## src/sv/vmr_pkg.sv

```systemverilog
// Shared types and constants for the VU meter LED ring renderer.
// No dependencies; imported by every module of the block.
package vmr_pkg;

    localparam int LEVEL_W   = 15;
    localparam int PIX_W     = 6;
    localparam int POS_W     = 7;
    localparam int COLOR_W   = 8;
    localparam int CNT_W     = 14;
    localparam int CFG_IDX_W = 3;
    localparam int DIVD_W    = 30;

    localparam logic [LEVEL_W-1:0] FULL_SCALE = 15'd32767;
    localparam logic [15:0]        V_MAX      = 16'd65280;

    // channel = floor(floor(y / 256) / 65025), second step by reciprocal
    localparam int          CH_K     = 41;
    localparam logic [25:0] CH_RECIP = 26'(((64'd1 << CH_K) + 64'd65024) / 64'd65025);

    // register indexes
    localparam logic [CFG_IDX_W-1:0] REG_BRIGHTNESS  = 3'd0;
    localparam logic [CFG_IDX_W-1:0] REG_REVERSE     = 3'd1;
    localparam logic [CFG_IDX_W-1:0] REG_START_GREEN = 3'd2;
    localparam logic [CFG_IDX_W-1:0] REG_START_BLUE  = 3'd3;
    localparam logic [CFG_IDX_W-1:0] REG_END_RED     = 3'd4;
    localparam logic [CFG_IDX_W-1:0] REG_END_BLUE    = 3'd5;

    typedef struct packed {
        logic [COLOR_W-1:0] brightness;
        logic               reverse;
        logic [COLOR_W-1:0] start_green;
        logic [COLOR_W-1:0] start_blue;
        logic [COLOR_W-1:0] end_red;
        logic [COLOR_W-1:0] end_blue;
    } cfg_t;

    typedef struct packed {
        logic [LEVEL_W-1:0] m_l;
        logic [LEVEL_W-1:0] m_r;
    } level_pair_t;

endpackage

```

## src/sv/vmr_fifo.sv

```systemverilog
// Two-entry queue of scaled level pairs between front and back end.
// Depends on vmr_pkg.
module vmr_fifo
    import vmr_pkg::*;
(
    input  logic        clk,
    input  logic        rst_n,
    input  logic        wr_en,
    input  level_pair_t wr_data,
    output logic        full,
    input  logic        rd_en,
    output level_pair_t rd_data,
    output logic        empty
);

    level_pair_t mem_reg [2];
    logic        wr_ptr_reg;
    logic        rd_ptr_reg;
    logic [1:0]  count_reg;

    assign full    = (count_reg == 2'd2);
    assign empty   = (count_reg == 2'd0);
    assign rd_data = mem_reg[rd_ptr_reg];

    always_ff @(posedge clk or negedge rst_n)
    begin
        if (!rst_n)
        begin
            wr_ptr_reg <= 1'b0;
            rd_ptr_reg <= 1'b0;
            count_reg  <= '0;
        end
        else
        begin
            if (wr_en)
                wr_ptr_reg <= ~wr_ptr_reg;
            if (rd_en)
                rd_ptr_reg <= ~rd_ptr_reg;
            if (wr_en && !rd_en)
                count_reg <= count_reg + 2'd1;
            else if (rd_en && !wr_en)
                count_reg <= count_reg - 2'd1;
        end
    end

    always_ff @(posedge clk)
    begin
        if (wr_en)
            mem_reg[wr_ptr_reg] <= wr_data;
    end

endmodule

```

## config.mk

```make
export PLATFORM = sky130hd
export DESIGN_NAME = vmr_fifo
export DESIGN_NICKNAME = d
export VERILOG_FILES = /design/src/sv/vmr_pkg.sv /design/src/sv/vmr_fifo.sv
export SDC_FILE = /design/constraint.sdc
export NUM_CORES = 1
export LEC_CHECK = 0
export ABC_CLOCK_PERIOD_IN_PS = 2900
export BUFFER_PORTS_ARGS = -buffer_cell sky130_fd_sc_hd__clkbuf_2
export CORE_MARGIN = 5
export CORE_UTILIZATION = 51
export DETAILED_ROUTE_END_ITERATION = 16
export PLACE_DENSITY_LB_ADDON = 0.25
export SETUP_SLACK_MARGIN = 0.15
export SYNTH_ARGS = -nofsm -noshare
export SYNTH_HDL_FRONTEND = slang
export SYNTH_SLANG_ARGS = --single-unit
```

## constraint.sdc

```tcl
create_clock -name clk -period 2.9 [get_ports clk]
set_clock_uncertainty 0.05 [all_clocks]
set_input_delay 0.29 -clock clk [delete_from_list [all_inputs] [get_ports clk]]
set_output_delay 0.29 -clock clk [all_outputs]
set_load 0.01 [all_outputs]
```

== Word-level counts from Yosys, hierarchy flattened ==
Memory sizes are Yosys's and may differ from the RTL's.
Cells that the tools add are included.

* Register bits after elaboration: 4
* Bits in latches: 0
* Bits in writable memories: 60
* Bits in read-only memories: 0
* Input port bits: 34
* Output and inout bits: 32
* Word-level logic and storage cells: 19
* Memories: 1

{| class="wikitable"
|+ Memories
! name !! depth !! bits a word !! rd ports !! clocked after memory_dff !! write ports !! RTL line !! source
|-
| mem_reg || 2 || 30 || 1 || 0 || 1 || vmr_fifo.sv:16 || <nowiki>level_pair_t mem_reg [2];</nowiki>
|}

* Add/subtract/negate cells: 2
* Multipliers: 0
* Div/mod/pow operators: 0
* $lt $le $gt $ge: 0
* Eq/ne operators: 1
* Shifts and indexed selects: 0
* Mux-type cells: 4
* Bitwise logic cells: 2
* Reduce and logical (&&, ||, !) cells: 6

{| class="wikitable"
|+ Operators with widths
! cell !! count
|-
| 2-bit 2-to-1 mux || 2
|-
| 2-bit by 1-bit adder with 2-bit output (second input constant) || 1
|-
| 2-bit == test (second input constant) || 1
|-
| 1-bit logical AND || 2
|-
| 1-bit logical NOT || 2
|-
| 2-bit logical NOT || 1
|-
| 1-bit 2-to-1 mux || 2
|-
| 1-bit inverter || 2
|-
| 2-bit nonzero test || 1
|-
| 2-bit by 1-bit subtractor with 2-bit output (second input constant) || 1
|}

== Depth between registers and ports, before layout ==
Gate-level depths: netlist (run 1).

* Depth after elaboration: 4
* Depth in mapped cells: 5
* Mapped depth without buffers: 5

== Worst setup path after synthesis (run 1) ==
Ideal clock, no wire load.

* Kind: register -> register
* From: register wr_ptr_reg
* To: memory mem_reg[0][0] (netlist name), enable pin
* Setup time: 0.421 ns
* Arrival time: 1.754 ns
* Data required time: 2.429 ns
* Slack: 0.676 ns
* Cell stages (with the launch flop): 2
* Buffers on the path: 0
* Clock period less this slack: 2.224 ns
* Cell sequence: dfrtp_1 -> nor2b_1

{| class="wikitable"
|+ RTL lines
! element !! RTL line !! source
|-
| from (decl) || vmr_fifo.sv:17 || <nowiki>logic wr_ptr_reg;</nowiki>
|-
| from (signal assigned) || vmr_fifo.sv:36 || <nowiki>wr_ptr_reg <= ~wr_ptr_reg;</nowiki>
|-
| to (decl) || vmr_fifo.sv:16 ||
|}

Straight into the memory's write port.

==> impl_metrics.toml, run 1 <==
[routing]
drc = 0
drtIter0Drc = 59
viasPerCell = 5.00
wl_per_cell_um = 16.5
drt_pass1_iterations = 4
wl_um = 3980
ant_nets = 0
num_vias = 1210

[final_layout]
post-route-util_pct = 66.9
final_nets = 220
drive_above_1_share_pct = 57.9
area_growth_pct = 25.1
final_common_cell = "clkbuf_2"
antennaDiodeCount = 0
largest_reg_flops = 60
final_cell_mix = "clkbuf_2, edfxtp_1, mux2_2"

[clock_tree]
cts_htree_levels = 3
cts_buffer_depth = 2
clk_pin_slew_ps = 70
clk_latency_ps = 330
root_buffer = "clkbuf_8"
numCtsBuffers = 9
cts_setup_buffers = 0
cts_resized = 0
cts_tree = "done"
cts_hold_buf = 1
clkSinkCount = 64

[logic_synthesis]
yosysSeqAreaShare_pct = 80.6
syn-cell-area_mm2 = 0.00236
synth-seq-cells = 64
syn_inst = 109
synth.distinct_cells = 11
yosys_warnings = 0
synth_area_per_cell_um2 = 21.6
synth_nets = 144

[worst_setup_path]
crit_path_cell_trace = "buf_4 > mux2_2 > clkbuf_2"
slowest_delay_ps = 700
crit_required_ps = 2560
cp_max_fo = 18
rrSetupSlack_ps = 1150
endpoint_kind = "primary output"
worstPathArrival_ps = 1900
start_kind = "flip-flop"
slowest_stage = "dfrtp_1"
cp_top_family = "flip-flops"
setup.worst_path.class = "reg -> out"
cp.buffers_inverters = 2

[pwr]
vdd_ir_drop_max_mv = 0.682
powerDensity_mw_per_mm2 = 973
p_leak_uw = 0.00116

[global_route]
grt.total_usage_pct = 14.1
grt_pass1_wl_um = 6370
grt_pass1_vias = 1365
grt_max_degree = 31
antenna_found_initial = 0
grt.overflow.total = 0

[floorplanning]
pin_count = 66
core_region_area_mm2 = 0.00441
dieArea_mm2 = 0.00609
die_h_um = 78.0
num_rows = 24
start_util_pct = 53.5
die_x_um = 78.0

[sta]
setup_violations = 0
worst-slew-pin-transition_ps = 880
period_minus_slack_ps = 2240
hold_viol_final = 0
fin_ws_ps = 657
rsz0062_at_grt = "no"
max_slew_margin_pct = 41.2
layout_worst_path_cycle_share_pct = 77.3
drv_slew = 0
tns_ps = 0
fmax_ghz = 0.446

[run]
maxCapViolCount = 0

[placed_design]
hpwl_um = 2740
dpl_worst_slack_ps = 982
numPortBuffers = 65
gp_congestion = 0.684

[hold_path]
min_path_type = "in -> reg"

[run_status]
outcome = "finished clean"
worst paths after layout:
path,cells after the start,to,from
setup / recovery,3,rd_data[21],rd_ptr_reg
hold / removal,1,mem_reg[0][15],wr_data[15]
setup reg to reg,2,mem_reg[1][24],wr_ptr_reg
hold reg to reg,1,count_reg[1],count_reg[1]
max in group asynchronous,2,rd_ptr_reg,rst_n
min in group asynchronous,2,count_reg[0],rst_n
logic make-up after synthesis:
| group | Yosys count | share of synthesized area (%) |
|---|---|---|
| multiplexers | 30 | 14.3 |
| XOR/XNOR | 5 | 1.86 |
| flip-flops | 64 | 80.6 |
| buffers and inverters | 4 | 1.59 |
| adder cells (fa/ha/maj) | 1 | 0.530 |
| AND/OR/NAND/NOR | 5 | 1.11 |
report_power, final:
group	total [uW]	switching (uW)	internal [uW]
clock	788	307	481
combinational	759	390	370
sequential	1330	93.0	1230
Yosys cell counts, drive strengths merged:
cell type,n,area (um^2)
and2,1,6.26
buf,3,33.8
dfrtp,4,100
edfxtp,60,1800
ha,1,12.5
inv,1,3.75
mux2,30,338
nor2,2,7.51
nor2b,2,12.5
xnor2,1,8.76
xor2,4,35.0
routing by layer:
| layer | track usage [%] | wire length [um] | vias to the layer above |
|---|---|---|---|
| met5 | 0 | 0 | - |
| met4 | 8.61 | 93 | 0 |
| met3 | 5.03 | 323 | 7 |
| met2 | 23.7 | 2070 | 46 |
| met1 | 15.1 | 1490 | 582 |
| li1 | - | - | 575 |
final cells by class:
type | count | area (um^2)
repair buffers | 68 | 350
clock buffers | 12 | 135
inverters | 1 | 3.75
multi-input cells | 41 | 428
well taps | 52 | 65.1
clock inverters | 4 | 68.8
fillers | 303 | 1460
flip-flops and latches | 64 | 1900
stage by stage:
stage	hold WS [ps]	cell area, um^2	cells	total power, uW
floorplan	-55.6	2360	109	1840
global placement	51.7	2740	225	2090
detailed placement	58.5	2740	225	2120
CTS	84.7	2950	242	2910
global route	88.2	2950	242	3020
finish	96.9	2950	242	2870
(Power assumes the default switching activity.)
==> run 2, diff against run 1 <==
--- a/config.mk
+++ b/config.mk
@@ -5,7 +5,7 @@
 export SDC_FILE = /design/constraint.sdc
 export NUM_CORES = 1
 export LEC_CHECK = 0
-export ABC_CLOCK_PERIOD_IN_PS = 2900
+export ABC_CLOCK_PERIOD_IN_PS = 2200
 export BUFFER_PORTS_ARGS = -buffer_cell sky130_fd_sc_hd__clkbuf_2
 export CORE_MARGIN = 5
 export CORE_UTILIZATION = 51
==> constraint.sdc (replaced) <==
create_clock -name clk -period 2.2 [get_ports clk]
set_clock_uncertainty 0.05 [all_clocks]
set_input_delay 0.22 -clock clk [delete_from_list [all_inputs] [get_ports clk]]
set_output_delay 0.22 -clock clk [all_outputs]
set_load 0.01 [all_outputs]
==> run 2 against run 1 <==
Setup slack got worse by 300 ps. Final area up 0.34%. Sequential cell count unchanged. First-iteration DRC count up 34%. Register-to-register slack lost 470 ps. Clock-buffer cell count is 3 lower. Critical path depth did not move. Via count shrank 0.83%. Combinational power increased by 40%. Critical path type unchanged. Largest cell class unchanged.
==> impl_metrics.toml, run 2 (synthesis gave the netlist of run 1 again) <==
[global_route]
grt.overflow.total = 0
grt_max_degree = 27
antenna_found_initial = 0
grt_pass1_vias = 1318
grt.total_usage_pct = 14.2
grt_pass1_wl_um = 6520

[pwr]
powerDensity_mw_per_mm2 = 1250
p_leak_uw = 0.00117
vdd_ir_drop_max_mv = 0.675

[run_status]
outcome = "finished clean"

[sta]
tns_ps = 0
worst-slew-pin-transition_ps = 440
max_slew_margin_pct = 70.6
layout_worst_path_cycle_share_pct = 83.7
fmax_ghz = 0.543
period_minus_slack_ps = 1840
setup_violations = 0
fin_hold_ws_ps = 32.6
hold_viol_final = 0
rsz0062_at_grt = "no"
drv_slew = 0

[routing]
viasPerCell = 4.92
num_vias = 1200
ant_nets = 0
drc = 0
wl_per_cell_um = 16.1
drt_pass1_iterations = 4
wl_um = 3920
drtIter0Drc = 79

[clock_tree]
cts_resized = 0
clk_pin_slew_ps = 70
numCtsBuffers = 9
cts_tree = "done"
cts_htree_levels = 3
clk_latency_ps = 320
clkSinkCount = 64
root_buffer = "clkbuf_8"
cts_buffer_depth = 2

[final_layout]
fillers = 292
final_nets = 222
drive_above_1_share_pct = 59.4
final_cell_mix = "clkbuf_2, edfxtp_1, mux2_2"
area_growth_pct = 25.6
antennaDiodeCount = 0
largest_reg_flops = 60
final_common_cell = "clkbuf_2"

[worst_setup_path]
cp_max_fo = 26
setup.worst_path.class = "reg -> out"
crit_required_ps = 1930
endpoint_kind = "primary output"
worstPathArrival_ps = 1570
start_kind = "flip-flop"

[run]
maxCapViolCount = 0

[floorplanning]
start_util_pct = 53.5
num_rows = 24
die_x_um = 78.0
die_h_um = 78.0
core_region_area_mm2 = 0.00441
pin_count = 66
dieArea_mm2 = 0.00609

[placed_design]
numPortBuffers = 65
hpwl_um = 2830
gp_congestion = 0.658

[hold_path]
min_path_type = "in -> reg"
-- run 2: changes by cell type in the layout (fill, tap and decap cells not counted) --
cell,change
clkbuf_1,-3
clkinvlp_4,+2
buf_12,+1
buf_4,+1
bufinv_16,-1
clkinv_1,+1
clkinv_2,+1
-- run 2: cell type report --
type                            instances  area [um^2]  share of cell area, %
Sequential cell                        64         1900                   64.2
Multi-Input combinational cell         41          428                   14.4
Clock inverter                          7         62.6                   2.11
Clock buffer                            9          124                   4.18
Tap cell                               52         65.1                   2.20
Inverter                                1         3.75                  0.127
Timing Repair Buffer                   70          378                   12.8
-- run 2: where the power goes --
part / switching [uW] / internal [uW]
clock: 409 / 510
sequential: 100 / 1620
combinational: 540 / 524
-- run 2: timing repair --
item,in CTS,in global routing
endpoints found under the hold margin,4,0
setup buffers,0,0
hold buffers,1,0
-- run 2: worst max-delay path, cell delays in order, from the launching register on --
cell and delay, ps:
dfrtp_1 510, buf_12 230, mux2_2 360, clkbuf_2 140
-- run 2: through the flow --
| step | utilization, % | setup slack (ps) | total power (uW) | std cells | instance area [um^2] |
|---|---|---|---|---|---|
| floorplan | - | 540 | 2430 | 109 | 2360 |
| global placement | 62.7 | 691 | 2800 | 227 | 2770 |
| detailed placement | 62.7 | 655 | 2840 | 227 | 2770 |
| CTS | 67.1 | 325 | 3770 | 244 | 2960 |
| global route | 67.1 | 271 | 3920 | 244 | 2960 |
| finish | 67.1 | 359 | 3710 | 244 | 2960 |
-- run 2: final timing paths --
kind                               from        endpoint  cells past startpoint  slack [ps]
max                          rd_ptr_reg      rd_data[0]                      3         360
min                         wr_data[29]  mem_reg[1][29]                      1          30
max reg2reg                  wr_ptr_reg   mem_reg[0][7]                      2         680
min reg2reg                count_reg[1]    count_reg[1]                      1         460
max in group asynchronous         rst_n      wr_ptr_reg                      2        1800
min in group asynchronous         rst_n    count_reg[0]                      2         180
-- run 2: routing by layer --
layer,wire length [um],vias to the layer above,share of wire [%],track usage [%]
met4,76,0,1.9,7.60
met1,1550,572,40,16.3
li1,-,578,-,-
met5,0,-,0,0
met2,2020,41,52,23.1
met3,267,9,6.8,5.49
