[src/sv/vmr_pkg.sv]
// Shared types and constants for the VU meter LED ring renderer.
// No dependencies; imported by every module of the block.
package vmr_pkg;

    localparam int LEVEL_W   = 15;
    localparam int PIX_W     = 6;
    localparam int POS_W     = 7;
    localparam int COLOR_W   = 8;
    localparam int CNT_W     = 14;
    localparam int CFG_IDX_W = 3;
    localparam int DIVD_W    = 30;

    localparam logic [LEVEL_W-1:0] FULL_SCALE = 15'd32767;
    localparam logic [15:0]        V_MAX      = 16'd65280;

    // channel = floor(floor(y / 256) / 65025), second step by reciprocal
    localparam int          CH_K     = 41;
    localparam logic [25:0] CH_RECIP = 26'(((64'd1 << CH_K) + 64'd65024) / 64'd65025);

    // register indexes
    localparam logic [CFG_IDX_W-1:0] REG_BRIGHTNESS  = 3'd0;
    localparam logic [CFG_IDX_W-1:0] REG_REVERSE     = 3'd1;
    localparam logic [CFG_IDX_W-1:0] REG_START_GREEN = 3'd2;
    localparam logic [CFG_IDX_W-1:0] REG_START_BLUE  = 3'd3;
    localparam logic [CFG_IDX_W-1:0] REG_END_RED     = 3'd4;
    localparam logic [CFG_IDX_W-1:0] REG_END_BLUE    = 3'd5;

    typedef struct packed {
        logic [COLOR_W-1:0] brightness;
        logic               reverse;
        logic [COLOR_W-1:0] start_green;
        logic [COLOR_W-1:0] start_blue;
        logic [COLOR_W-1:0] end_red;
        logic [COLOR_W-1:0] end_blue;
    } cfg_t;

    typedef struct packed {
        logic [LEVEL_W-1:0] m_l;
        logic [LEVEL_W-1:0] m_r;
    } level_pair_t;

endpackage

[src/sv/vmr_div.sv]
// Restoring divider, one quotient bit per cycle, 15-bit quotient.
// Depends on vmr_pkg. Caller guarantees dividend < divisor * 2^15.
module vmr_div
    import vmr_pkg::*;
(
    input  logic                clk,
    input  logic                rst_n,
    input  logic                start,
    input  logic [DIVD_W-1:0]   dividend,
    input  logic [LEVEL_W-1:0]  divisor,
    output logic                done,
    output logic [LEVEL_W-1:0]  quotient
);

    logic [LEVEL_W-1:0] rem_reg, rem_next;
    logic [LEVEL_W-1:0] low_reg;
    logic [LEVEL_W-1:0] quo_reg;
    logic [LEVEL_W-1:0] den_reg;
    logic [3:0]         cnt_reg;
    logic               busy_reg;
    logic               done_reg;
    logic [LEVEL_W:0]   trial;
    logic               ge;

    always_comb
    begin
        trial    = {rem_reg, low_reg[LEVEL_W-1]};
        ge       = trial >= {1'b0, den_reg};
        rem_next = ge ? LEVEL_W'(trial - {1'b0, den_reg}) : trial[LEVEL_W-1:0];
    end

    always_ff @(posedge clk or negedge rst_n)
    begin
        if (!rst_n)
        begin
            busy_reg <= 1'b0;
            done_reg <= 1'b0;
            cnt_reg  <= '0;
        end
        else
        begin
            done_reg <= 1'b0;
            if (start)
            begin
                busy_reg <= 1'b1;
                cnt_reg  <= '0;
            end
            else if (busy_reg)
            begin
                cnt_reg <= cnt_reg + 4'd1;
                if (cnt_reg == 4'(LEVEL_W - 1))
                begin
                    busy_reg <= 1'b0;
                    done_reg <= 1'b1;
                end
            end
        end
    end

    always_ff @(posedge clk)
    begin
        if (start)
        begin
            rem_reg <= dividend[DIVD_W-1:LEVEL_W];
            low_reg <= dividend[LEVEL_W-1:0];
            den_reg <= divisor;
            quo_reg <= '0;
        end
        else if (busy_reg)
        begin
            rem_reg <= rem_next;
            low_reg <= {low_reg[LEVEL_W-2:0], 1'b0};
            quo_reg <= {quo_reg[LEVEL_W-2:0], ge};
        end
    end

    assign done     = done_reg;
    assign quotient = quo_reg;

endmodule

[src/sv/vmr_front.sv]
// Front end: accepts level pairs, tracks peak and update count, scales levels.
// Depends on vmr_pkg and vmr_div.
module vmr_front
    import vmr_pkg::*;
#(
    parameter int RESET_PERIOD = 10000
)
(
    input  logic                clk,
    input  logic                rst_n,
    input  logic                push,
    input  logic [LEVEL_W-1:0]  left_level,
    input  logic [LEVEL_W-1:0]  right_level,
    output logic                full,
    output logic                q_push,
    output level_pair_t         q_data,
    input  logic                q_full
);

    typedef enum logic [3:0] {
        F_IDLE  = 4'b0001,
        F_DIV_L = 4'b0010,
        F_DIV_R = 4'b0100,
        F_PUSH  = 4'b1000
    } fstate_t;

    fstate_t            state_reg, state_next;
    logic [LEVEL_W-1:0] peak_reg, peak_next;
    logic [CNT_W-1:0]   count_reg, count_next;
    logic [LEVEL_W-1:0] den_reg;
    logic [LEVEL_W-1:0] l_reg, r_reg;
    logic [LEVEL_W-1:0] ml_reg, mr_reg;
    logic               start_reg, start_next;
    logic               accept;
    logic [LEVEL_W-1:0] new_peak;
    logic [LEVEL_W-1:0] div_sel;
    logic [DIVD_W-1:0]  dividend;
    logic               div_done;
    logic [LEVEL_W-1:0] div_q;

    assign accept = push && (state_reg == F_IDLE);
    assign full   = (state_reg != F_IDLE);

    always_comb
    begin
        new_peak = peak_reg;
        if (left_level > new_peak)
            new_peak = left_level;
        if (right_level > new_peak)
            new_peak = right_level;
    end

    // level * 32767
    assign div_sel  = (state_reg == F_DIV_R) ? r_reg : l_reg;
    assign dividend = {div_sel, {LEVEL_W{1'b0}}} - DIVD_W'(div_sel);

    vmr_div u_div (
        .clk      (clk),
        .rst_n    (rst_n),
        .start    (start_reg),
        .dividend (dividend),
        .divisor  (den_reg),
        .done     (div_done),
        .quotient (div_q)
    );

    always_comb
    begin
        state_next = state_reg;
        start_next = 1'b0;
        peak_next  = peak_reg;
        count_next = count_reg;
        q_push     = 1'b0;
        unique case (state_reg)
            F_IDLE:
            begin
                if (accept)
                begin
                    if (32'(count_reg) + 32'd1 > 32'(RESET_PERIOD))
                    begin
                        count_next = '0;
                        peak_next  = '0;
                    end
                    else
                    begin
                        count_next = count_reg + CNT_W'(1);
                        peak_next  = new_peak;
                    end
                    if (new_peak == '0)
                        state_next = F_PUSH;
                    else
                    begin
                        state_next = F_DIV_L;
                        start_next = 1'b1;
                    end
                end
            end
            F_DIV_L:
            begin
                if (div_done)
                begin
                    state_next = F_DIV_R;
                    start_next = 1'b1;
                end
            end
            F_DIV_R:
            begin
                if (div_done)
                    state_next = F_PUSH;
            end
            F_PUSH:
            begin
                if (!q_full)
                begin
                    q_push     = 1'b1;
                    state_next = F_IDLE;
                end
            end
            default:
            begin
                state_next = F_IDLE;
            end
        endcase
    end

    always_ff @(posedge clk or negedge rst_n)
    begin
        if (!rst_n)
        begin
            state_reg <= F_IDLE;
            start_reg <= 1'b0;
            peak_reg  <= '0;
            count_reg <= '0;
        end
        else
        begin
            state_reg <= state_next;
            start_reg <= start_next;
            peak_reg  <= peak_next;
            count_reg <= count_next;
        end
    end

    always_ff @(posedge clk)
    begin
        if (accept)
        begin
            l_reg   <= left_level;
            r_reg   <= right_level;
            den_reg <= new_peak;
            // zero peak: levels pass unscaled, and are zero
            ml_reg  <= left_level;
            mr_reg  <= right_level;
        end
        else if (div_done && state_reg == F_DIV_L)
            ml_reg <= div_q;
        else if (div_done && state_reg == F_DIV_R)
            mr_reg <= div_q;
    end

    assign q_data.m_l = ml_reg;
    assign q_data.m_r = mr_reg;

endmodule

[config.mk]
export PLATFORM = sky130hd
export DESIGN_NAME = vmr_front
export DESIGN_NICKNAME = d
export VERILOG_FILES = /design/src/sv/vmr_pkg.sv /design/src/sv/vmr_div.sv /design/src/sv/vmr_front.sv
export SDC_FILE = /design/constraint.sdc
export NUM_CORES = 1
export LEC_CHECK = 0
export BUFFER_PORTS_ARGS = -buffer_cell sky130_fd_sc_hd__buf_2
export CORE_ASPECT_RATIO = 0.7
export CORE_MARGIN = 4
export CORE_UTILIZATION = 48
export CTS_CLUSTER_SIZE = 14
export DETAILED_ROUTE_END_ITERATION = 8
export PLACE_DENSITY_LB_ADDON = 0.05
export SKIP_CTS_REPAIR_TIMING = 1
export SYNTH_ARGS = -nofsm -noshare
export SYNTH_HDL_FRONTEND = slang
export SYNTH_SLANG_ARGS = --single-unit
[constraint.sdc]
create_clock -name clk -period 5.6 [get_ports clk]
set_input_delay 1.12 -clock clk [delete_from_list [all_inputs] [get_ports clk]]
set_output_delay 1.12 -clock clk [all_outputs]
set_load 0.005 [all_outputs]
[Yosys cells after proc, flatten, opt, wreduce, memory -nomap -nowiden]
Cells that the tools add are included.
Operators by class
  $add $sub $neg: 5
  $mul: 0
  divide/modulo/power cells: 0
  order comparisons: 4
  equal/unequal tests: 11
  shifts and indexed selects: 0
  multiplexer cells: 35
  bitwise logic cells: 0
  reductions and logical operators: 10
Operators with widths (number)
  15-bit 2-to-1 mux: 14
  15-bit greater-than comparator: 2
  30-bit by 15-bit subtractor with 30-bit output: 1
  4-bit 2-to-1 mux: 7
  16-bit by 15-bit >= comparator with 1-bit output: 1
  4-bit one-hot mux with 4 select lines: 1
  14-bit by 1-bit adder with 15-bit output (second input constant): 1
  15-bit by 14-bit greater-than comparator with 1-bit output (second input constant): 1
  15-bit zero test: 1
  15-bit subtractor: 1
  14-bit by 1-bit adder with 14-bit output (second input constant): 1
  14-bit 2-to-1 mux: 1
  1-bit 2-to-1 mux: 11
  4-bit equality test (second input constant): 2
  2-bit inequality test (second input constant): 3
  2-bit nonzero test: 3
  4-bit by 1-bit adder with 4-bit output (second input constant): 1
  4-bit by 1-bit equality test with 1-bit output (second input constant): 1
  4-bit by 2-bit equality test with 1-bit output (second input constant): 1
  4-bit by 3-bit equality test with 1-bit output (second input constant): 1
  2-bit by 1-bit inequality test with 1-bit output (second input constant): 2
  4-bit by 1-bit inequality test with 1-bit output (second input constant): 1
  2-bit AND reduction: 2
  4-bit AND reduction: 1
  other kinds (2): 4
Storage, ports and cells
  flip-flop bits (word level): 175
  bits in latches: 0
  memory bits (writable): 0
  bits in read-only memories: 0
  input bits: 34
  output and inout port bits: 32
  logic and storage cells: 81
  memories kept: 0

[Longest topological paths before layout]
Gate-level depths: netlist of run 1.
  depth in word-level cells: 8
  gate-level depth with buffers: 19
  depth with buffers taken out: 17

[By module]
Synthesis of run 1 repeated with hierarchy kept, for this count alone.
Unflattened totals
  cell total of the unflattened synthesis: 993
  area, all modules: 10276.1 sq um
By module, submodules not included
  vmr_front: instances 1, cells each 684, area an instance 6780.3 sq um, sequential area each 3104.2 sq um
  vmr_div: instances 1, cells each 309, area an instance 3495.9 sq um, sequential area each 1801.7 sq um

[Worst setup path before layout of run 1]
Ideal clock, no wire load.
  path type: input to register
  from: input port left_level[14]
  to: register den_reg[0], data pin
  setup time: 0.257 ns
  arrival time: 4.771 ns
  required time: 5.343 ns
  path slack: 0.572 ns
  stages on the path: 18
  path buffers: 2
  path through: ha_1 > nand4_1 > nor3_2 > o31ai_1 > a32oi_2 > buf_2 > mux2_2 > inv_1 > ha_1 > a21oi_1 > o21ai_0 > a221oi_1 > a21boi_0 > a31oi_1 > mux2i_4 > buf_6 > mux2i_1 > inv_1
Between the ends
  cells in the longest elaborated chain, start to end: 4
RTL lines
  start, declared: line vmr_front.sv:12  | input logic [LEVEL_W-1:0] left_level,
  15-bit greater-than comparator: line vmr_front.sv:47  | if (left_level > new_peak)
  15-bit 2-to-1 mux (*): line vmr_front.sv:47
  15-bit greater-than comparator: line vmr_front.sv:49  | if (right_level > new_peak)
  15-bit 2-to-1 mux (*): line vmr_front.sv:49
  net new_peak[0]: line vmr_front.sv:35  | logic [LEVEL_W-1:0] new_peak;
  end signal, assigned: line vmr_front.sv:150  | den_reg <= new_peak;
  end, declared: line vmr_front.sv:30  | logic [LEVEL_W-1:0] den_reg;
Mark *: on every way through the listed nets, which the timed path passes. The rest lies on a longest branch.
A chain may end at the register's enable or synchronous reset.

[Worst setup path in the final report of run 1]
  from: input port left_level[14]
  to: register den_reg[9], data pin
The elaborated chain is that of the path after synthesis.

==> impl_results.md, run 1 <==
- Mean Syn Cell Area: slightly above 10 sq um
- # port buffers: between 60 and 70
- Placed Area: roughly 0.010 sq mm
- Peak VDD IR: roughly 0.37 mV
- Mapped Cells: ~940
- Gr usage total: 0.234
- RSZ-0062 raised after global routing: no
- Share of flip-flops with an asynchronous set or reset: 0.229
- H-tree depth: 4
- Dominant cells by area after synthesis: edfxtp_1, dfrtp_1, ha_1, mux2i_1, nand2_1
- DR pass1 iterations: 5
- Synth-to-layout area growth: 11.7%
- CTS tree: yes
- Fmax: 194 MHz
- Seq/Total Area, Yosys: 0.504
- Fin. Hold Viols: 0
- Cell Area, Synth: between 0.009 and 0.01 sq mm
- Routed Antenna Nets: 0
- Slowest cell delay on critical path: between 0.3 and 0.4 ns
- Combinational Power Share: 0.442
- Switching Fraction: 0.396
- Top cell type's share of synthesized area: 0.370
- Crit path cell chain: buf_2 -> ha_1 -> nand4_1 -> nor3_2 -> o31ai_1 -> a32oi_2 -> buf_4 -> mux2_2 -> inv_1 -> ha_1 -> a211oi_1 -> nor2_1 -> a311o_1 -> a21boi_0 -> a31oi_1 -> mux2i_4 -> buf_4 -> and2_1 -> nor2_1
- Worst Path Arrival: 5.35 ns
- Crit Path Class: input port to flip-flop
- Power Dens Cells: 571 mW/mm^2
- Hold Path Depth: 0
- Final setup vio count: 0
- Clk Latency, worst-skew pair: ~0.44 ns
- Die W: 178 um
- Remaining DRCs: 0
- Final Power: roughly 6.2 mW
- Slew HR: 0.240
- Via count: between 7k and 8k
- Clock transition at path regs: 0.06 ns
- First-pass GRT wire length: roughly 40000 um
- Starting Density: 0.490
- Pin count of the biggest net entering global routing: 65
- Final nets: 1080
- Clock root cell: clkbuf_16
- Core area: roughly 0.020 sq mm
- CTS Sinks: around 180
- Worst slew pin tran: around 1.1 ns
- 1st-iter DRT viols: about 660
- Number of synthesized register bits: about 180
- Synth warn: 0
- Die H: around 130 um
- Top_reg_cell synth: edfxtp_1
- Setup TNS: 0 ns
- Fin util: 0.547
- Number of flops mapped to enable cells by yosys: 120
- Share of cells above drive strength 1: 0.145
- Row Count: 43
- Synth area leader: edfxtp_1
- Io pins: 66
- Slew Viols, Final: 0
- Maximum clock path buffer count: 2
- CP Max Fanout: 18
- Clock network fraction of total power: 0.180
- Max-cap violations: 0
- Startpoint types: input port
- Netlist cell types: between 70 and 80
- Syn Nets: around 1k
- Critical Path Slowest Stage Cell: a32oi_2
- Clock Skew: between 0.01 and 0.015 ns
- Status: complete, no violations
- Vias in the first global route: 6626
- Switch Pwr: between 2 and 2.5 mW
- Grt total ovfl: 0
- Most common cell in the netlist: nand2_1
- Hpwl dp: approximately 19000 um
- Detailed Route WL: 25900 um
- Worst Path Required: a little under 6 ns
- Ant diodes: 0
- Fillers: 1770
- DR vias/cell: around 5.8
- Internal power: about 3.7 mW
- Die outline area: around 0.023 sq mm
- CP endpoint kind: flip-flop
- Fin area: ~0.011 sq mm
- Min Tclk post-route: between 5 and 6 ns
- Post-DR wirelength/cell: slightly above 20 um
- Reg2Reg Depth: 19
- Flop pwr share: 0.378
- Min-delay worst type: flip-flop to flip-flop
- Fin crit share: 0.922
- Synth top cells by count: nand2_1, edfxtp_1, nor2_1, inv_1, mux2i_1
- Leakage power: between 4 and 5 nW
- GP Congestion: ~0.9
- Initial antenna violation count: 0
- Num CTS Buffers: 17
-- routing by layer --
layer / part of all wire / vias up / GRT usage
met2: 0.39 / 281 / 0.302
met5: 0 / - / 0
met1: 0.52 / 3548 / 0.393
li1: - / 3539 / -
met3: 0.083 / 15 / 0.0541
met4: 0.0080 / 0 / 0.0478
-- layout by cell type, fill, tap and decap left out, types with 20 or more instances in the layout --
| cell | synthesis | final |
|---|---|---|
| a21oi_1 | 37 | 37 |
| inv_1 | 60 | 59 |
| ha_1 | 48 | 48 |
| nor2_1 | 88 | 88 |
| buf_2 | 11 | 65 |
| mux2i_1 | 51 | 51 |
| mux2_2 | 20 | 20 |
| nand2_1 | 125 | 125 |
| dfrtp_1 | 39 | 38 |
| edfxtp_1 | 120 | 120 |
| nand3_1 | 26 | 26 |
| o21ai_0 | 26 | 25 |
-- layout make-up --
class / count / area [sq um] / share of cell area
flip-flops and latches: 175 / 4910 / 0.452
repair buffers: 78 / 423 / 0.0389
clock inverters: 12 / 83.8 / 0.00771
clock buffers: 20 / 458 / 0.0421
well taps: 270 / 338 / 0.0311
multi-input cells: 665 / 4430 / 0.408
inverters: 60 / 226 / 0.0208
-- worst max-delay path: cells and delay by family --
kind                       cells  cell delay [ns]
muxes                          2             0.64
AOI/OAI and AO/OA              6             1.50
adders and majority gates      2             0.55
buffers and inverters          4             0.75
and+or+nand+nor                5             0.77
-- power by group through the flow --
| stage | Sequential (mW) | Clock (mW) | Combinational (mW) |
|---|---|---|---|
| 6_report | 2.35 | 1.12 | 2.74 |
| 5_1_grt | 2.40 | 1.20 | 3.05 |
| 4_1_cts | 2.35 | 1.14 | 2.71 |
| 3_5_place_dp | 2.36 | 0 | 2.70 |
| 3_3_place_gp | 2.37 | 0 | 2.68 |
| 2_1_floorplan | 2.24 | 0 | 2.04 |
-- per-stage QoR --
step                      hold WS (ns)  instances  setup WS [ns]
after floorplan                  0.400        938          0.572
after global placement           0.401       1248          0.191
after detailed placement         0.406       1248          0.113
after CTS                        0.428       1280          0.549
after global routing             0.442       1280          0.186
final                            0.430       1280          0.438
-- path summary, 6_finish.rpt --
check / startpoint / to / slack [ns]
worst min register to register: den_reg[14] / u_div.den_reg[14] / 0.43
worst max-delay path: left_level[14] / den_reg[9] / 0.44
max in group asynchronous: rst_n / start_reg / 3.99
min in group asynchronous: rst_n / count_reg[7] / 0.85
worst max register to register: peak_reg[14] / den_reg[9] / 0.81
worst min-delay path: den_reg[14] / u_div.den_reg[14] / 0.43
-- logic make-up after synthesis --
kind of cell | count (synthesis) | share of synthesized area
AND/OR/NAND/NOR | 352 | 0.172
XOR/XNOR | 28 | 0.0252
AO/OA/AOI/OAI | 163 | 0.115
buffers and inverters | 98 | 0.0411
adder cells (fa/ha/maj) | 49 | 0.0638
multiplexers | 73 | 0.0791
flip-flops | 175 | 0.504
Power figures use the tool's default switching activity.
==> run 2, diff against run 1 <==
Settings changed: REMOVE_ABC_BUFFERS set to 1, SLEW_MARGIN set to 20.
Clock period 5.6 ns to 4.3 ns, I/O delays scaled along.
==> impl_results.md, run 2 (same netlist as run 1, synthesis figures left out) <==
- CP endpoint kind: flip-flop (unchanged)
- Fin crit share: 1.04
- Gr usage total: 0.233 (was 0.234)
- Hpwl dp: 18900 um (was 19100 um)
- RSZ-0062 raised after global routing: yes (was no)
- Vias in the first global route: 7139 (was 6626)
- Ant diodes: 0 (unchanged)
- Slew HR: 0.305 (was 0.240)
- Clock transition at path regs: 0.07 ns (was 0.06 ns)
- Fillers: 1701 (was 1770)
- Final setup vio count: 31 (was 0)
- Pin count of the biggest net entering global routing: 83 (was 65)
- Starting Density: 0.490 (unchanged)
- Fmax: approximately 220 MHz
- Clock Skew: 0.0113 ns (was 0.0100 ns)
- Die W: 178 um (unchanged)
- Clock root cell: clkbuf_16 (unchanged)
- Reg2Reg Depth: 20 (was 19)
- Detailed Route WL: 26400 um (was 25900 um)
- Num CTS Buffers: 17 (unchanged)
- Io pins: 66 (unchanged)
- # port buffers: 65 (unchanged)
- Synth-to-layout area growth: 21.8% (was 11.7%)
- DR pass1 iterations: 5 (unchanged)
- Worst Path Required: 4.49 ns (was 5.79 ns)
- Fin util: 0.597 (was 0.547)
- Commonest non-fill, non-tap cell in the layout: nand2_1 (unchanged)
- Final Power: 9.20 mW (was 6.20 mW)
- Crit Path Class: input port to flip-flop (unchanged)
- Max-cap violations: 0 (unchanged)
- CTS tree: yes (unchanged)
- Via count: 7653 (was 7383)
- CP Max Fanout: 6 (was 18)
- Violated checks: negative setup slack
- DR vias/cell: 5.72 (was 5.77)
- Worst Path Arrival: 4.68 ns (was 5.35 ns)
- Final nets: 1137 (was 1080)
- Die H: 127 um (unchanged)
- Startpoint types: input port (unchanged)
- First-pass GRT wire length: 40700 um (was 40300 um)
- Slew Viols, Final: 0 (unchanged)
- Status: complete, but fails checks (was complete, no violations)
- Row Count: 43 (unchanged)
- Area taken by multi-input logic gates: 0.00486 sq mm (was 0.00443 sq mm)
- Fin. Hold Viols: 0 (unchanged)
- Most frequent cells in the layout: nand2_1, edfxtp_1, nor2_1 (unchanged)
- Final worst slack: -0.188 ns (was 0.438 ns)
- H-tree depth: 4 (unchanged)
- Sequential cell area: 0.00491 sq mm (unchanged)
- Routed Antenna Nets: 0 (unchanged)
- Min-delay worst type: flip-flop to flip-flop (unchanged)
- Remaining DRCs: 0 (unchanged)
- Die outline area: 0.0227 sq mm (unchanged)
- Grt total ovfl: 0 (unchanged)
- Peak VDD IR: 0.359 mV (was 0.374 mV)
- Worst slew pin tran: 1.04 ns (was 1.14 ns)
- Hold Path Depth: 0 (unchanged)
- Share of cells above drive strength 1: 0.269 (was 0.145)
- Initial antenna violation count: 1 (was 0)
- Power Dens Cells: 776 mW/mm^2 (was 571 mW/mm^2)
- 1st-iter DRT viols: 683 (was 663)
- GP Congestion: 0.941 (was 0.915)
- Clk Latency, worst-skew pair: 0.44 ns (about the same)
- Min Tclk post-route: about 4.5 ns
- Leakage power: 4.93 nW (was 4.52 nW)
- CTS Sinks: 175 (unchanged)
- Core area: 0.0199 sq mm (unchanged)
- Post-DR wirelength/cell: 19.8 um (was 20.2 um)
- Maximum clock path buffer count: 2 (unchanged)
==> run 2: layout make-up <==
| type | count | share of cell area |
|---|---|---|
| Tap cell | 270 | 0.0285 |
| Sequential cell | 175 | 0.414 |
| Clock buffer | 20 | 0.0395 |
| Inverter | 60 | 0.0193 |
| Multi-Input combinational cell | 665 | 0.410 |
| Clock inverter | 12 | 0.00813 |
| Timing Repair Buffer | 135 | 0.0804 |
==> run 2: metrics by stage <==
| step | hold WS [ns] | std cells | worst slack [ns] | TNS, ns | cell area (sq um) |
|---|---|---|---|---|---|
| after floorplan | 0.400 | 900 | -0.590 | -17.43 | 9560 |
| after global placement | 0.405 | 1295 | -0.604 | -15.63 | 10700 |
| after detailed placement | 0.405 | 1295 | -0.705 | -18.23 | 10700 |
| final | 0.423 | 1337 | -0.188 | -3.73 | 11900 |
| after global routing | 0.434 | 1337 | -0.331 | -8.48 | 11900 |
| after CTS | 0.422 | 1327 | -0.269 | -4.42 | 11300 |
==> run 2: metal layers <==
metal | GRT usage | wire [um] | vias up
met4 | 0.0465 | 182 | 2
li1 | - | - | 3652
met2 | 0.315 | 10600 | 250
met5 | 0 | 13 | -
met1 | 0.381 | 13900 | 3734
met3 | 0.0503 | 1700 | 15
==> run 2: worst paths after layout <==
path | startpoint | to | slack [ns]
max | left_level[13] | den_reg[9] | -0.19
min reg2reg | den_reg[5] | u_div.den_reg[5] | 0.42
max in group asynchronous | rst_n | state_reg[0] | 3.08
min | den_reg[5] | u_div.den_reg[5] | 0.42
max reg2reg | peak_reg[13] | den_reg[9] | -0.14
min in group asynchronous | rst_n | count_reg[10] | 0.48
==> run 2: where the power goes <==
part / switching [mW] / internal, mW
combinational: 2.52 / 2.16
sequential: 0.359 / 2.66
clock: 0.697 / 0.802
total: 3.58 / 5.62
==> run 2: worst max-delay path: stages <==
cell       delay [ns]
buf_8            0.10
ha_4             0.26
nand4_1          0.24
nor3_2           0.29
o31ai_2          0.13
a32oi_2          0.27
buf_6            0.16
mux2_2           0.34
inv_2            0.07
ha_1             0.23
and4_1           0.21
a221oi_2         0.27
buf_4            0.17
a21boi_4         0.21
a31oi_4          0.05
mux2i_4          0.27
buf_6            0.17
clkbuf_16        0.15
and2_4           0.16
nor2_4           0.04
